--- config.mk ---
export PLATFORM = sky130hd
export DESIGN_NAME = linear_queue_with_interleave
export DESIGN_NICKNAME = d
export VERILOG_FILES = /design/src/rtl/lqi_pkg.sv /design/src/rtl/lqi_ram.sv /design/src/rtl/linear_queue_with_interleave.sv
export SDC_FILE = /design/constraint.sdc
export NUM_CORES = 1
export LEC_CHECK = 0
export ABC_AREA = 1
export BUFFER_PORTS_ARGS = -buffer_cell sky130_fd_sc_hd__buf_2
export CAP_MARGIN = 30
export CORE_MARGIN = 2
export CORE_UTILIZATION = 40
export CTS_CLUSTER_SIZE = 40
export DETAILED_ROUTE_END_ITERATION = 8
export PLACE_DENSITY = 0.56
export SYNTH_ARGS = -nofsm -noshare
export SYNTH_HDL_FRONTEND = slang
export SYNTH_SLANG_ARGS = --single-unit
--- constraint.sdc ---
create_clock -name aclk -period 4.37 [get_ports aclk]
set_input_delay 0.874 -clock aclk [delete_from_list [all_inputs] [get_ports aclk]]
set_output_delay 0.874 -clock aclk [all_outputs]
set_load 0.01 [all_outputs]
--- src/rtl/lqi_pkg.sv ---
package lqi_pkg;

    // Operation codes carried by s_operation; codes above OP_ILV act as a status query
    localparam logic [2:0] OP_ENQ  = 3'd0;
    localparam logic [2:0] OP_DEQ  = 3'd1;
    localparam logic [2:0] OP_STAT = 3'd2;
    localparam logic [2:0] OP_DUMP = 3'd3;
    localparam logic [2:0] OP_ILV  = 3'd4;

    typedef logic [1:0] status_t;

    localparam status_t ST_OK    = 2'd0;
    localparam status_t ST_FULL  = 2'd1;
    localparam status_t ST_EMPTY = 2'd2;
    localparam status_t ST_ODD   = 2'd3;

    localparam int WORD_W = 32;

endpackage

--- src/rtl/lqi_ram.sv ---
module lqi_ram #(
    parameter int DEPTH = 16,
    parameter int WIDTH = 32,
    localparam int AW   = (DEPTH > 1) ? $clog2(DEPTH) : 1
) (
    input  logic             aclk,
    input  logic             wr_en,
    input  logic [AW-1:0]    wr_addr,
    input  logic [WIDTH-1:0] wr_data,
    input  logic [AW-1:0]    rd_addr,
    output logic [WIDTH-1:0] rd_data
);

    logic [WIDTH-1:0] mem [DEPTH];
    logic [WIDTH-1:0] rd_data_reg;

    always_ff @(posedge aclk) begin
        if (wr_en) begin
            mem[wr_addr] <= wr_data;
        end
        rd_data_reg <= mem[rd_addr];
    end

    assign rd_data = rd_data_reg;

endmodule

--- src/rtl/linear_queue_with_interleave.sv ---
// Enqueue, status query and any rejected request: result offered in the cycle after acceptance.
// Dequeue: the front word is read from the word store (registered read), captured, then offered.
// Dump: each stored word is read, captured, then offered, one word at a time.
// Interleave of n words: copy into the scratch store, shuffle back, then a dump.
// One request at a time: s_ready is high only while the sequencer is idle.
// aresetn (synchronous, active low) empties the queue; word contents are not cleared.
module linear_queue_with_interleave
    import lqi_pkg::*;
#(
    parameter int DEPTH = 16
) (
    input  logic                     aclk,
    input  logic                     aresetn,
    input  logic                     s_valid,
    output logic                     s_ready,
    input  logic [2:0]               s_operation,
    input  logic signed [WORD_W-1:0] s_value,
    output logic                     m_valid,
    input  logic                     m_ready,
    output logic [1:0]               m_status,
    output logic signed [WORD_W-1:0] m_data_word,
    output logic                     m_is_empty,
    output logic                     m_is_full,
    output logic                     m_last
);

    localparam int IW = (DEPTH > 1) ? $clog2(DEPTH) : 1;
    localparam logic [IW-1:0] LAST_IDX = IW'(DEPTH - 1);

    typedef enum logic [3:0] {
        S_IDLE,
        S_DEQ_CAP,
        S_RESP,
        S_DUMP_RD,
        S_DUMP_CAP,
        S_COPY_RD,
        S_COPY_WR,
        S_SHUF_RD,
        S_SHUF_WR
    } state_t;

    state_t                     state_reg;
    logic [IW-1:0]              front_reg;
    logic [IW-1:0]              rear_reg;
    logic                       occ_reg;
    logic [IW-1:0]              cnt_reg;
    status_t                    status_reg;
    logic signed [WORD_W-1:0]   data_reg;
    logic                       last_reg;

    logic                       s_fire;
    logic                       m_fire;
    logic [IW-1:0]              idx_sum;
    logic [IW-1:0]              span;
    logic [IW-1:0]              half;
    logic                       enq_ok;

    logic                       st_we;
    logic [IW-1:0]              st_waddr;
    logic [WORD_W-1:0]          st_wdata;
    logic [IW-1:0]              st_raddr;
    logic [WORD_W-1:0]          st_rdata;
    logic                       tm_we;
    logic [IW-1:0]              tm_raddr;
    logic [WORD_W-1:0]          tm_rdata;

    assign s_ready = (state_reg == S_IDLE);
    assign m_valid = (state_reg == S_RESP);
    assign s_fire  = s_valid && s_ready;
    assign m_fire  = m_valid && m_ready;

    // Shared address adder: every walk of the word store runs from the front slot
    assign idx_sum = front_reg + cnt_reg;
    assign span    = rear_reg - front_reg;
    assign half    = (span >> 1) + IW'(1);
    assign enq_ok  = !occ_reg || (rear_reg != LAST_IDX);

    always_comb begin
        st_we    = 1'b0;
        st_waddr = idx_sum;
        st_wdata = tm_rdata;
        if (state_reg == S_SHUF_WR) begin
            st_we = 1'b1;
        end else if (s_fire && (s_operation == OP_ENQ) && enq_ok) begin
            st_we    = 1'b1;
            st_waddr = occ_reg ? (rear_reg + IW'(1)) : '0;
            st_wdata = s_value;
        end
    end

    assign st_raddr = (state_reg == S_IDLE) ? front_reg : idx_sum;
    assign tm_we    = (state_reg == S_COPY_WR);
    // Even positions take the first half, odd positions the second
    assign tm_raddr = cnt_reg[0] ? (half + (cnt_reg >> 1)) : (cnt_reg >> 1);

    lqi_ram #(
        .DEPTH (DEPTH),
        .WIDTH (WORD_W)
    ) u_store (
        .aclk    (aclk),
        .wr_en   (st_we),
        .wr_addr (st_waddr),
        .wr_data (st_wdata),
        .rd_addr (st_raddr),
        .rd_data (st_rdata)
    );

    lqi_ram #(
        .DEPTH (DEPTH),
        .WIDTH (WORD_W)
    ) u_scratch (
        .aclk    (aclk),
        .wr_en   (tm_we),
        .wr_addr (cnt_reg),
        .wr_data (st_rdata),
        .rd_addr (tm_raddr),
        .rd_data (tm_rdata)
    );

    always_ff @(posedge aclk) begin
        if (!aresetn) begin
            state_reg <= S_IDLE;
            front_reg <= '0;
            rear_reg  <= '0;
            occ_reg   <= 1'b0;
            cnt_reg   <= '0;
        end else begin
            unique case (state_reg)
                S_IDLE: begin
                    if (s_fire) begin
                        status_reg <= ST_OK;
                        data_reg   <= '0;
                        last_reg   <= 1'b1;
                        cnt_reg    <= '0;
                        state_reg  <= S_RESP;
                        unique case (s_operation)
                            OP_ENQ: begin
                                if (!occ_reg) begin
                                    front_reg <= '0;
                                    rear_reg  <= '0;
                                    occ_reg   <= 1'b1;
                                end else if (rear_reg == LAST_IDX) begin
                                    status_reg <= ST_FULL;
                                end else begin
                                    rear_reg <= rear_reg + IW'(1);
                                end
                            end
                            OP_DEQ: begin
                                if (!occ_reg) begin
                                    status_reg <= ST_EMPTY;
                                end else begin
                                    if (front_reg == rear_reg) begin
                                        front_reg <= '0;
                                        rear_reg  <= '0;
                                        occ_reg   <= 1'b0;
                                    end else begin
                                        front_reg <= front_reg + IW'(1);
                                    end
                                    state_reg <= S_DEQ_CAP;
                                end
                            end
                            OP_DUMP: begin
                                if (!occ_reg) begin
                                    status_reg <= ST_EMPTY;
                                end else begin
                                    state_reg <= S_DUMP_RD;
                                end
                            end
                            OP_ILV: begin
                                if (!occ_reg) begin
                                    status_reg <= ST_EMPTY;
                                end else if (!span[0]) begin
                                    // even span means an odd word count
                                    status_reg <= ST_ODD;
                                end else begin
                                    state_reg <= S_COPY_RD;
                                end
                            end
                            default: begin
                                status_reg <= ST_OK;
                            end
                        endcase
                    end
                end
                S_DEQ_CAP: begin
                    data_reg  <= $signed(st_rdata);
                    state_reg <= S_RESP;
                end
                S_RESP: begin
                    if (m_fire) begin
                        if (last_reg) begin
                            state_reg <= S_IDLE;
                        end else begin
                            cnt_reg   <= cnt_reg + IW'(1);
                            state_reg <= S_DUMP_RD;
                        end
                    end
                end
                S_DUMP_RD: begin
                    state_reg <= S_DUMP_CAP;
                end
                S_DUMP_CAP: begin
                    status_reg <= ST_OK;
                    data_reg   <= $signed(st_rdata);
                    last_reg   <= (idx_sum == rear_reg);
                    state_reg  <= S_RESP;
                end
                S_COPY_RD: begin
                    state_reg <= S_COPY_WR;
                end
                S_COPY_WR: begin
                    if (cnt_reg == span) begin
                        cnt_reg   <= '0;
                        state_reg <= S_SHUF_RD;
                    end else begin
                        cnt_reg   <= cnt_reg + IW'(1);
                        state_reg <= S_COPY_RD;
                    end
                end
                S_SHUF_RD: begin
                    state_reg <= S_SHUF_WR;
                end
                S_SHUF_WR: begin
                    if (cnt_reg == span) begin
                        cnt_reg   <= '0;
                        state_reg <= S_DUMP_RD;
                    end else begin
                        cnt_reg   <= cnt_reg + IW'(1);
                        state_reg <= S_SHUF_RD;
                    end
                end
                default: begin
                    state_reg <= S_IDLE;
                end
            endcase
        end
    end

    assign m_status    = status_reg;
    assign m_data_word = data_reg;
    assign m_is_empty  = !occ_reg;
    assign m_is_full   = occ_reg && (rear_reg == LAST_IDX);
    assign m_last      = last_reg;

    a_one_request: assert property (@(posedge aclk) disable iff (!aresetn)
        s_ready |-> !m_valid)
        else $error("request accepted while a result is pending");

    a_empty_indices: assert property (@(posedge aclk) disable iff (!aresetn)
        !occ_reg |-> (front_reg == '0) && (rear_reg == '0))
        else $error("empty queue with nonzero indices");

    a_index_order: assert property (@(posedge aclk) disable iff (!aresetn)
        occ_reg |-> (front_reg <= rear_reg))
        else $error("front index passed rear index");

    a_reject_last: assert property (@(posedge aclk) disable iff (!aresetn)
        (m_valid && (m_status != ST_OK)) |-> m_last)
        else $error("rejected request not marked last");

    a_walk_bound: assert property (@(posedge aclk) disable iff (!aresetn)
        (state_reg == S_DUMP_CAP) |-> (cnt_reg <= span))
        else $error("dump walked past the rear index");

endmodule
### Word level (Yosys, flattened, before mapping)

Memories as Yosys holds them, arrays and structs flattened. A register that Yosys moved wholly into a read port is not among the register bits.
Cells that the tools add are included.

* register bits after elaboration: 52
* memory bits (writable): 1024
* input bits: 39
* logic and storage cells: 116
* memories kept: 2

Memories
* u_scratch.mem: words 16, bits a word 32, read ports 1, clocked after memory_dff 1, write ports 1, line lqi_ram.sv:14 `logic [WIDTH-1:0] mem [DEPTH];`
* u_store.mem: words 16, bits a word 32, read ports 1, clocked after memory_dff 1, write ports 1, line lqi_ram.sv:14

* add/subtract/negate cells: 7
* equality and inequality tests: 23
* muxes and demuxes: 53
* reduce and logical (&&, ||, !) cells: 23

Operators with widths (count)
* $mux 32: 3
* $mux 4: 18
* $pmux 32 s2: 1
* $pmux 4 s8: 1
* $eq 4x3->1 const B: 4
* $pmux 4 s2: 2
* $mux 2: 7
* $add 4x1->4 const B: 3
* $eq 4x4->1: 3
* $mux 1: 12
* $pmux 4 s3: 1
* $mux 3: 3
* $pmux 3 s3: 1
* $reduce_and 3->1: 3
* $eq 4x2->1 const B: 2
* $eq 4x4->1 const B: 2
* $ne 2x2->1 const B: 4
* $pmux 2 s3: 1
* $reduce_and 6->1: 1
* $reduce_bool 2->1: 3
* $reduce_or 2->1: 3
* $logic_and 1x1->1: 5
* $reduce_and 5->1: 1
* $add 3x1->4 const B: 1
* 19 further kinds: 21

### Longest topological paths before layout

Gate-level depths: netlist (run 1).

* word-level depth: 8
* gate-level depth with buffers: 16
* gate-level depth less buffers: 14

### Hierarchy

Synthesis (run 1) repeated with hierarchy kept, for this count alone.

* cell total of the unflattened synthesis: 4724
* area, all modules: 48898.1 µm²

Modules (own cells, without submodules)
* lqi_ram: instances 2, cells each 2120, area each 22730.6 µm²
* linear_queue_with_interleave: instances 1, cells each 484, area each 3437.0 µm²

### Least setup slack after synthesis (run 1)

No wires, ideal clock.

* kind: input port to flip-flop
* start: input port s_operation[0]
* end: memory u_store.mem[6][0], enable pin
* arrival time: 3345 ps
* setup slack: 604 ps
* stages: 10
* cells stage by stage: nor2_1 -> inv_1 -> nor2_1 -> nand3_1 -> buf_2 -> nor2_2 -> inv_1 -> o21ai_1 -> nand3_1 -> nor2_1

* longest elaborated chain between the ends: 7
* elaborated cells between the ends (all ways): 9

Ends and longest elaborated chain
* from (decl): line linear_queue_with_interleave.sv:16 `input logic [2:0] s_operation,`
* $logic_not 3->1 *: line linear_queue_with_interleave.sv:84 `end else if (s_fire && (s_operation == OP_ENQ) && enq_ok) begin`
* $logic_and 1x1->1 * (2 in series): line linear_queue_with_interleave.sv:84
* $mux 1: line linear_queue_with_interleave.sv:84
* $mux 1: line linear_queue_with_interleave.sv:82 `if (state_reg == S_SHUF_WR) begin`
* $mux 1: line lqi_ram.sv:18 `if (wr_en) begin`
* $mux 1 (implied by the code): line lqi_ram.sv:19 `mem[wr_addr] <= wr_data;`
* to (decl): line lqi_ram.sv:14

Every way passes the cells marked *; elsewhere a longest branch is shown, timed or not.

### Worst setup path after layout (run 1)

* start: register front_reg[0]
* end: register u_scratch.rd_data_reg[1] (netlist: u_scratch.rd_data[1]), read port of u_scratch.mem

* longest elaborated chain between the ends: 4

Ends and longest elaborated chain
* from (decl): line linear_queue_with_interleave.sv:43 `logic [IW-1:0] front_reg;`
* from (signal assigned): line linear_queue_with_interleave.sv:157 `front_reg <= front_reg + IW'(1);`
* $sub 4x4->4: line linear_queue_with_interleave.sv:74 `assign span = rear_reg - front_reg;`
* $add 3x1->4: line linear_queue_with_interleave.sv:75 `assign half = (span >> 1) + IW'(1);`
* $add 4x3->4: line linear_queue_with_interleave.sv:94 `assign tm_raddr = cnt_reg[0] ? (half + (cnt_reg >> 1)) : (cnt_reg >> 1);`
* $mux 4: line linear_queue_with_interleave.sv:94
* to (decl): line lqi_ram.sv:15 `logic [WIDTH-1:0] rd_data_reg;`

No other way between the ends.
A chain may end at the register's enable or synchronous reset.

==> results.toml, run 1 <==
[sta]
setup_viol = 0
grt_setup_unrepaired = "no"
worst_pin_slew_ps = 1010
fmax_mhz = 282
finalCritPeriodShare_pct = 81.2
slew_viol_final = 0
fin_crit_ps = 3550
worst_slack_ps = 823
finalSetupTns_ps = 0
hold_viol_final = 0
skew_ps = 21.2
relSlewSlack_pct = 32.9

[layout]
reg_top3 = "u_scratch.mem (512), u_store.mem (512)"
post-route-cell-area_mm2 = 0.0540
area_growth_pct = 14.2
nets = 4276
drive_gt1_share_pct = 9.81
mostFrequentLayoutCells = "edfxtp_1, nand3_1, nand2_1, inv_1, nor2_1"
final_common_cell = "edfxtp_1"
fin_cells = 5858

[synthesis]
ys_warn_count = 0
syn_nets = 4212
synth_area_mm2 = 0.0473
synth_cell_type_count = 35
seq_area_frac_synth_pct = 70.7
syn_inst = 4155
ys_ff_latch = 1140
post_synth.cell_area_avg_um2 = 11.4

[critical_path]
cp-end-kind = "flip-flop"
rr_startpoint = "front_reg[0]"
startpoint_type = "flip-flop"
worstPathMaxFanout = 35
crit_type = "reg -> reg"
cp.required_ps = 5000
cp_data_arrival_time_ps = 4180
crit_start = "front_reg[0]"

[die]
fp.dieW_um = 348
die-height_um = 348
core_area_mm2 = 0.118
io_pins = 78
initial_core_util_pct = 40.2
rows = 126
die-area_mm2 = 0.121

[power_and_ir_drop]
vdd_drop_max_mv = 0.343
p_leak_nw = 20.3
powerDensity_mw_per_mm2 = 480

[place]
dpl-instance-area_mm2 = 0.0502
dp.cells = 5638
dp_slack_ps = 702
gp_congestion = 0.870
portBuffers = 77
dp_hpwl_um = 72000

[clock_network]
cts.sinks = 1140
cts_hold_buf = 0
clkLatencyLatePin_ps = 700
postCtsSetupBuffers = 0
ctsResizeCount = 0
cts_tree = "done"
ctsRootBufferMaster = "clkbuf_16"
cts_buffer_depth = 3
cts_buffers = 115
cts-htree-levels = 3
path_clk_slew_ps = 60

[global_route]
antenna_found_initial = 4
grtUsageTotal_pct = 21.2
grt_pass1_wl_um = 192000
grt_pass1_vias = 29391
grt_overflow = 0
grt_max_degree = 105

[route]
drt_iter0_markers = 3151
wl_met2_um = 61100
drc = 0
drt-met1-wl_um = 56700
drt_wl_total_um = 129000
dr.pass1.iters = 6
wire_per_inst_um = 22.1
avgViaCountPerCell = 5.22
vias = 30599
ant_nets = 0
route.met3.wl_um = 7610
top_layer = "met5"

[worst_hold_path]
hp-start = "aresetn"
hp-class = "in -> reg"

[job]
drv_cap = 0

[run_status]
outcome = "complete, no violations"
==> path summary, 6_finish.rpt <==
check | slack [ps] | end | cells past startpoint
max | 820 | u_scratch.rd_data[1] | 12
max reg2reg | 820 | u_scratch.rd_data[1] | 12
min | 490 | cnt_reg[0] | 3
min reg2reg | 520 | state_reg[3] | 2
==> metal layers <==
layer	up-vias	track usage, %
li1	14387	-
met1	15044	29.1
met2	955	34.8
met3	211	2.69
met4	2	7.21
met5	-	0
==> synthesized netlist by cell type <==
cell,instances,area (µm²)
a211oi_1,1,7.51
a21o_1,1,7.51
a21oi_1,25,125
a31oi_1,1,6.26
and3_1,1,6.26
buf_1,26,97.6
buf_2,102,510
buf_4,17,128
buf_6,1,11.3
clkbuf_1,90,338
clkbuf_2,1,5.00
dfxtp_1,81,1620
edfxtp_1,1059,31800
fa_1,3,60.1
ha_1,15,188
inv_1,556,2090
inv_2,3,11.3
nand2_1,639,2400
nand2_2,3,18.8
nand2_4,1,11.3
nand3_1,644,3220
nand3b_1,97,728
nand4_1,6,37.5
nor2_1,363,1360
nor2_2,1,6.26
nor2_4,3,33.8
nor3_1,2,10.0
o211ai_1,133,998
o21a_1,2,15.0
o21ai_0,234,1170
o21ai_1,30,150
o21ai_2,3,26.3
or2_2,2,12.5
xnor2_1,4,35.0
xor2_1,5,43.8
==> report_power, final <==
group | internal [W] | total [W] | switching, W
combinational | 0.000723 | 0.00281 | 0.00209
sequential | 0.0128 | 0.0133 | 0.000491
clock | 0.00568 | 0.00983 | 0.00415
total | 0.0192 | 0.0259 | 0.00673
==> worst max-delay path: stages, from the launching register on <==
cell and delay, ps:
dfxtp_1 540, ha_1 240, fa_1 420, ha_1 190, inv_1 90, fa_1 410
nand2_1 160, o21a_4 550, buf_12 280, o21ai_0 110, o211ai_1 180, nand3_1 180
nand2_1 120
==> metrics by stage <==
step | util, % | power [W] | hold slack [ps]
after floorplan | - | 0.0150 | 493
after global placement | 42.6 | 0.0163 | 521
after detailed placement | 42.7 | 0.0163 | 524
after CTS | 45.9 | 0.0261 | 445
after global routing | 45.9 | 0.0268 | 499
final | 45.9 | 0.0259 | 493
==> logic make-up (layout without fill, tap and decap cells) <==
logic type               after synthesis  in the layout  synth area share, %
adder cells (fa/ha/maj)               18             18                0.524
AND/OR/NAND/NOR                     1762           1762                 16.6
flip-flops                          1140           1140                 70.7
other                                  0              2                    0
XOR/XNOR                               9              9                0.167
buffers and inverters                796            961                 6.74
AO/OA/AOI/OAI                        430            430                 5.30
==> layout make-up <==
cell class	count	area (µm²)
clock buffer	172	3340
antenna	2	5.00
sequential	1140	33400
inverter	559	2100
fill	10673	63600
tap	1536	1920
timing repair buffer	184	1700
multi-input combinational	2219	11100
clock inverter	46	445
Power figures use the tool's default switching activity.
==> inputs of run 2 (changes only) <==
==> constraint.sdc (replaced) <==
create_clock -name aclk -period 3.4 [get_ports aclk]
set_input_delay 0.68 -clock aclk [delete_from_list [all_inputs] [get_ports aclk]]
set_output_delay 0.68 -clock aclk [all_outputs]
set_load 0.01 [all_outputs]
==> run 2 against run 1 <==
Utilization grew 0.52 points; cell count grew 0.73%; routed wire length grew 0.68%; register-to-register slack lost 500 ps; clock skew grew 2.4 ps; worst setup slack lost 500 ps; sequential share of layout area shrank 0.70 points; critical path depth grew 1; combinational power grew 36%; sequential power grew 28%; cell area grew 1.1%; critical path type unchanged; critical endpoint is now u_scratch.rd_data[16].
==> results.toml, run 2 (synthesis results as in run 1) <==
[run_status]
outcome = "complete, no violations"

[place]
dp.cells = 5684
dp_hpwl_um = 72500
gp_congestion = 0.831
portBuffers = 77
dpl-instance-area_mm2 = 0.0509

[die]
initial_core_util_pct = 40.2
io_pins = 78
die-height_um = 348
core_area_mm2 = 0.118
fp.dieW_um = 348
die-area_mm2 = 0.121
rows = 126

[sta]
slew_viol_final = 0
skew_ps = 23.6
finalCritPeriodShare_pct = 90.4
relSlewSlack_pct = 36.1
worst_pin_slew_ps = 955
setup_viol = 0
hold_viol_final = 0
grt_setup_unrepaired = "no"
fmax_mhz = 326
fin_crit_ps = 3070

[global_route]
grt_max_degree = 102
use_met2_pct = 35.5
grt-busiest-layer = "met2"
antenna_found_initial = 9
grt_pass1_vias = 29817
grt_pass1_wl_um = 193000
met1_usage_pct = 28.9
grtUsageMet3_pct = 3.32
grtUsageTotal_pct = 21.4
grt_overflow = 0

[power_and_ir_drop]
internal-power_w = 0.0247
p_sw_share_pct = 26.2
pwr-share-clk_pct = 37.6
powerDensity_mw_per_mm2 = 611
power_frac_seq_pct = 51.0
design_power_total_w = 0.0334
vdd_drop_max_mv = 0.430
p_leak_nw = 20.6
p_sw_w = 0.00874
pwr-share-comb_pct = 11.5

[worst_hold_path]
hp-class = "in -> reg"

[layout]
nFillCells = 10648
post-route-cell-area_mm2 = 0.0546
reg_top3 = "u_scratch.mem (512), u_store.mem (512)"
final_common_cell = "edfxtp_1"
mostFrequentLayoutCells = "edfxtp_1, nand3_1, nand2_1, inv_1, nor2_1"
fin_cells = 5901
seq_area_mm2 = 0.0334
nets = 4322
drive_gt1_share_pct = 10.7
multi_input_area_mm2 = 0.0111
area_growth_pct = 15.6

[critical_path]
crit_type = "reg -> reg"
cp_data_arrival_time_ps = 3650
startpoint_type = "flip-flop"
reg2reg_depth = 13
worstPathMaxFanout = 30
crit_start = "front_reg[2]"
cp.required_ps = 3980
setup.worst_path.end = "u_scratch.rd_data[16]"
rr_startpoint = "front_reg[2]"
cp-end-kind = "flip-flop"
r2r_end = "u_scratch.rd_data[16]"
rrSetupSlack_ps = 330

[clock_network]
cts_buffer_depth = 3
cts.sinks = 1140
ctsRootBufferMaster = "clkbuf_16"
clkLatencyLatePin_ps = 700
postCtsSetupBuffers = 0
ctsResizeCount = 0
cts_buffers = 115
cts_tree = "done"
cts-htree-levels = 3
path_clk_slew_ps = 60
cts_hold_buf = 0

[route]
ant_nets = 0
vias = 30768
drt_iter0_markers = 2664
wire_per_inst_um = 22.1
drc = 0
avgViaCountPerCell = 5.21
drt_wl_total_um = 130000
dr.pass1.iters = 5

[job]
drv_cap = 0
-- run 2: changes by cell type in the layout (fill, tap and decap cells not counted), sizes merged --
cell / previous run / this run
clkinvlp: 4 / 6
diode: 2 / 4
buf: 184 / 230
clkbuf: 172 / 148
bufinv: 7 / 9
inv: 560 / 562
clkinv: 34 / 47
-- run 2: how the worst min path moves through the flow --
| stage | startpoint | end | slack [ps] | cells past startpoint |
|---|---|---|---|---|
| 2_1_floorplan | state_reg[1] | state_reg[3] | 490 | 2 |
| 3_3_place_gp | state_reg[1] | state_reg[3] | 520 | 2 |
| 3_5_place_dp | state_reg[1] | state_reg[3] | 530 | 2 |
| 4_1_cts | m_ready | state_reg[1] | 250 | 3 |
| 5_1_grt | aresetn | cnt_reg[0] | 290 | 3 |
| 6_report | m_ready | state_reg[1] | 300 | 3 |
-- run 2: worst max-delay path, stage by stage, from the launching register on --
cell      delay [ps]
dfxtp_1          450
inv_1            170
ha_1             370
xnor2_1          280
fa_1             470
nand2_1          160
o21a_4           210
buf_12           210
buf_12           210
nor2_1            60
o21ai_0           70
o211ai_1         100
nand3_1           90
nand2_1           60
-- run 2: metrics by stage --
step	TNS (ps)	utilization, %	hold slack [ps]	setup slack (ps)
2_1_floorplan	-71840	-	493	-172
3_3_place_gp	0	43.3	515	153
3_5_place_dp	0	43.3	530	202
4_1_cts	0	46.5	253	339
5_1_grt	0	46.5	290	81.0
6_report	0	46.5	298	328
-- run 2: area by class of cell --
cell class,instances,area share (%)
clock buffer,148,5.73
antenna,4,0.0183
tap,1536,3.52
inverter,559,3.84
sequential,1140,61.2
timing repair buffer,230,4.34
multi-input combinational,2219,20.3
clock inverter,65,1.08
-- run 2: routing by layer --
metal	part of all wire [%]	routed length, µm	up-vias
li1	-	-	14467
met1	43	56200	15131
met2	48	62100	967
met3	6.5	8510	201
met4	2.7	3460	2
met5	0.0054	7	-
-- run 2: power groups by stage --
stage | clock network [W] | logic (W) | registers (W)
final | 0.0125 | 0.00382 | 0.0170
after global routing | 0.0133 | 0.00419 | 0.0171
after CTS | 0.0127 | 0.00381 | 0.0170
after detailed placement | 0 | 0.00380 | 0.0173
after global placement | 0 | 0.00376 | 0.0173
after floorplan | 0 | 0.00223 | 0.0170
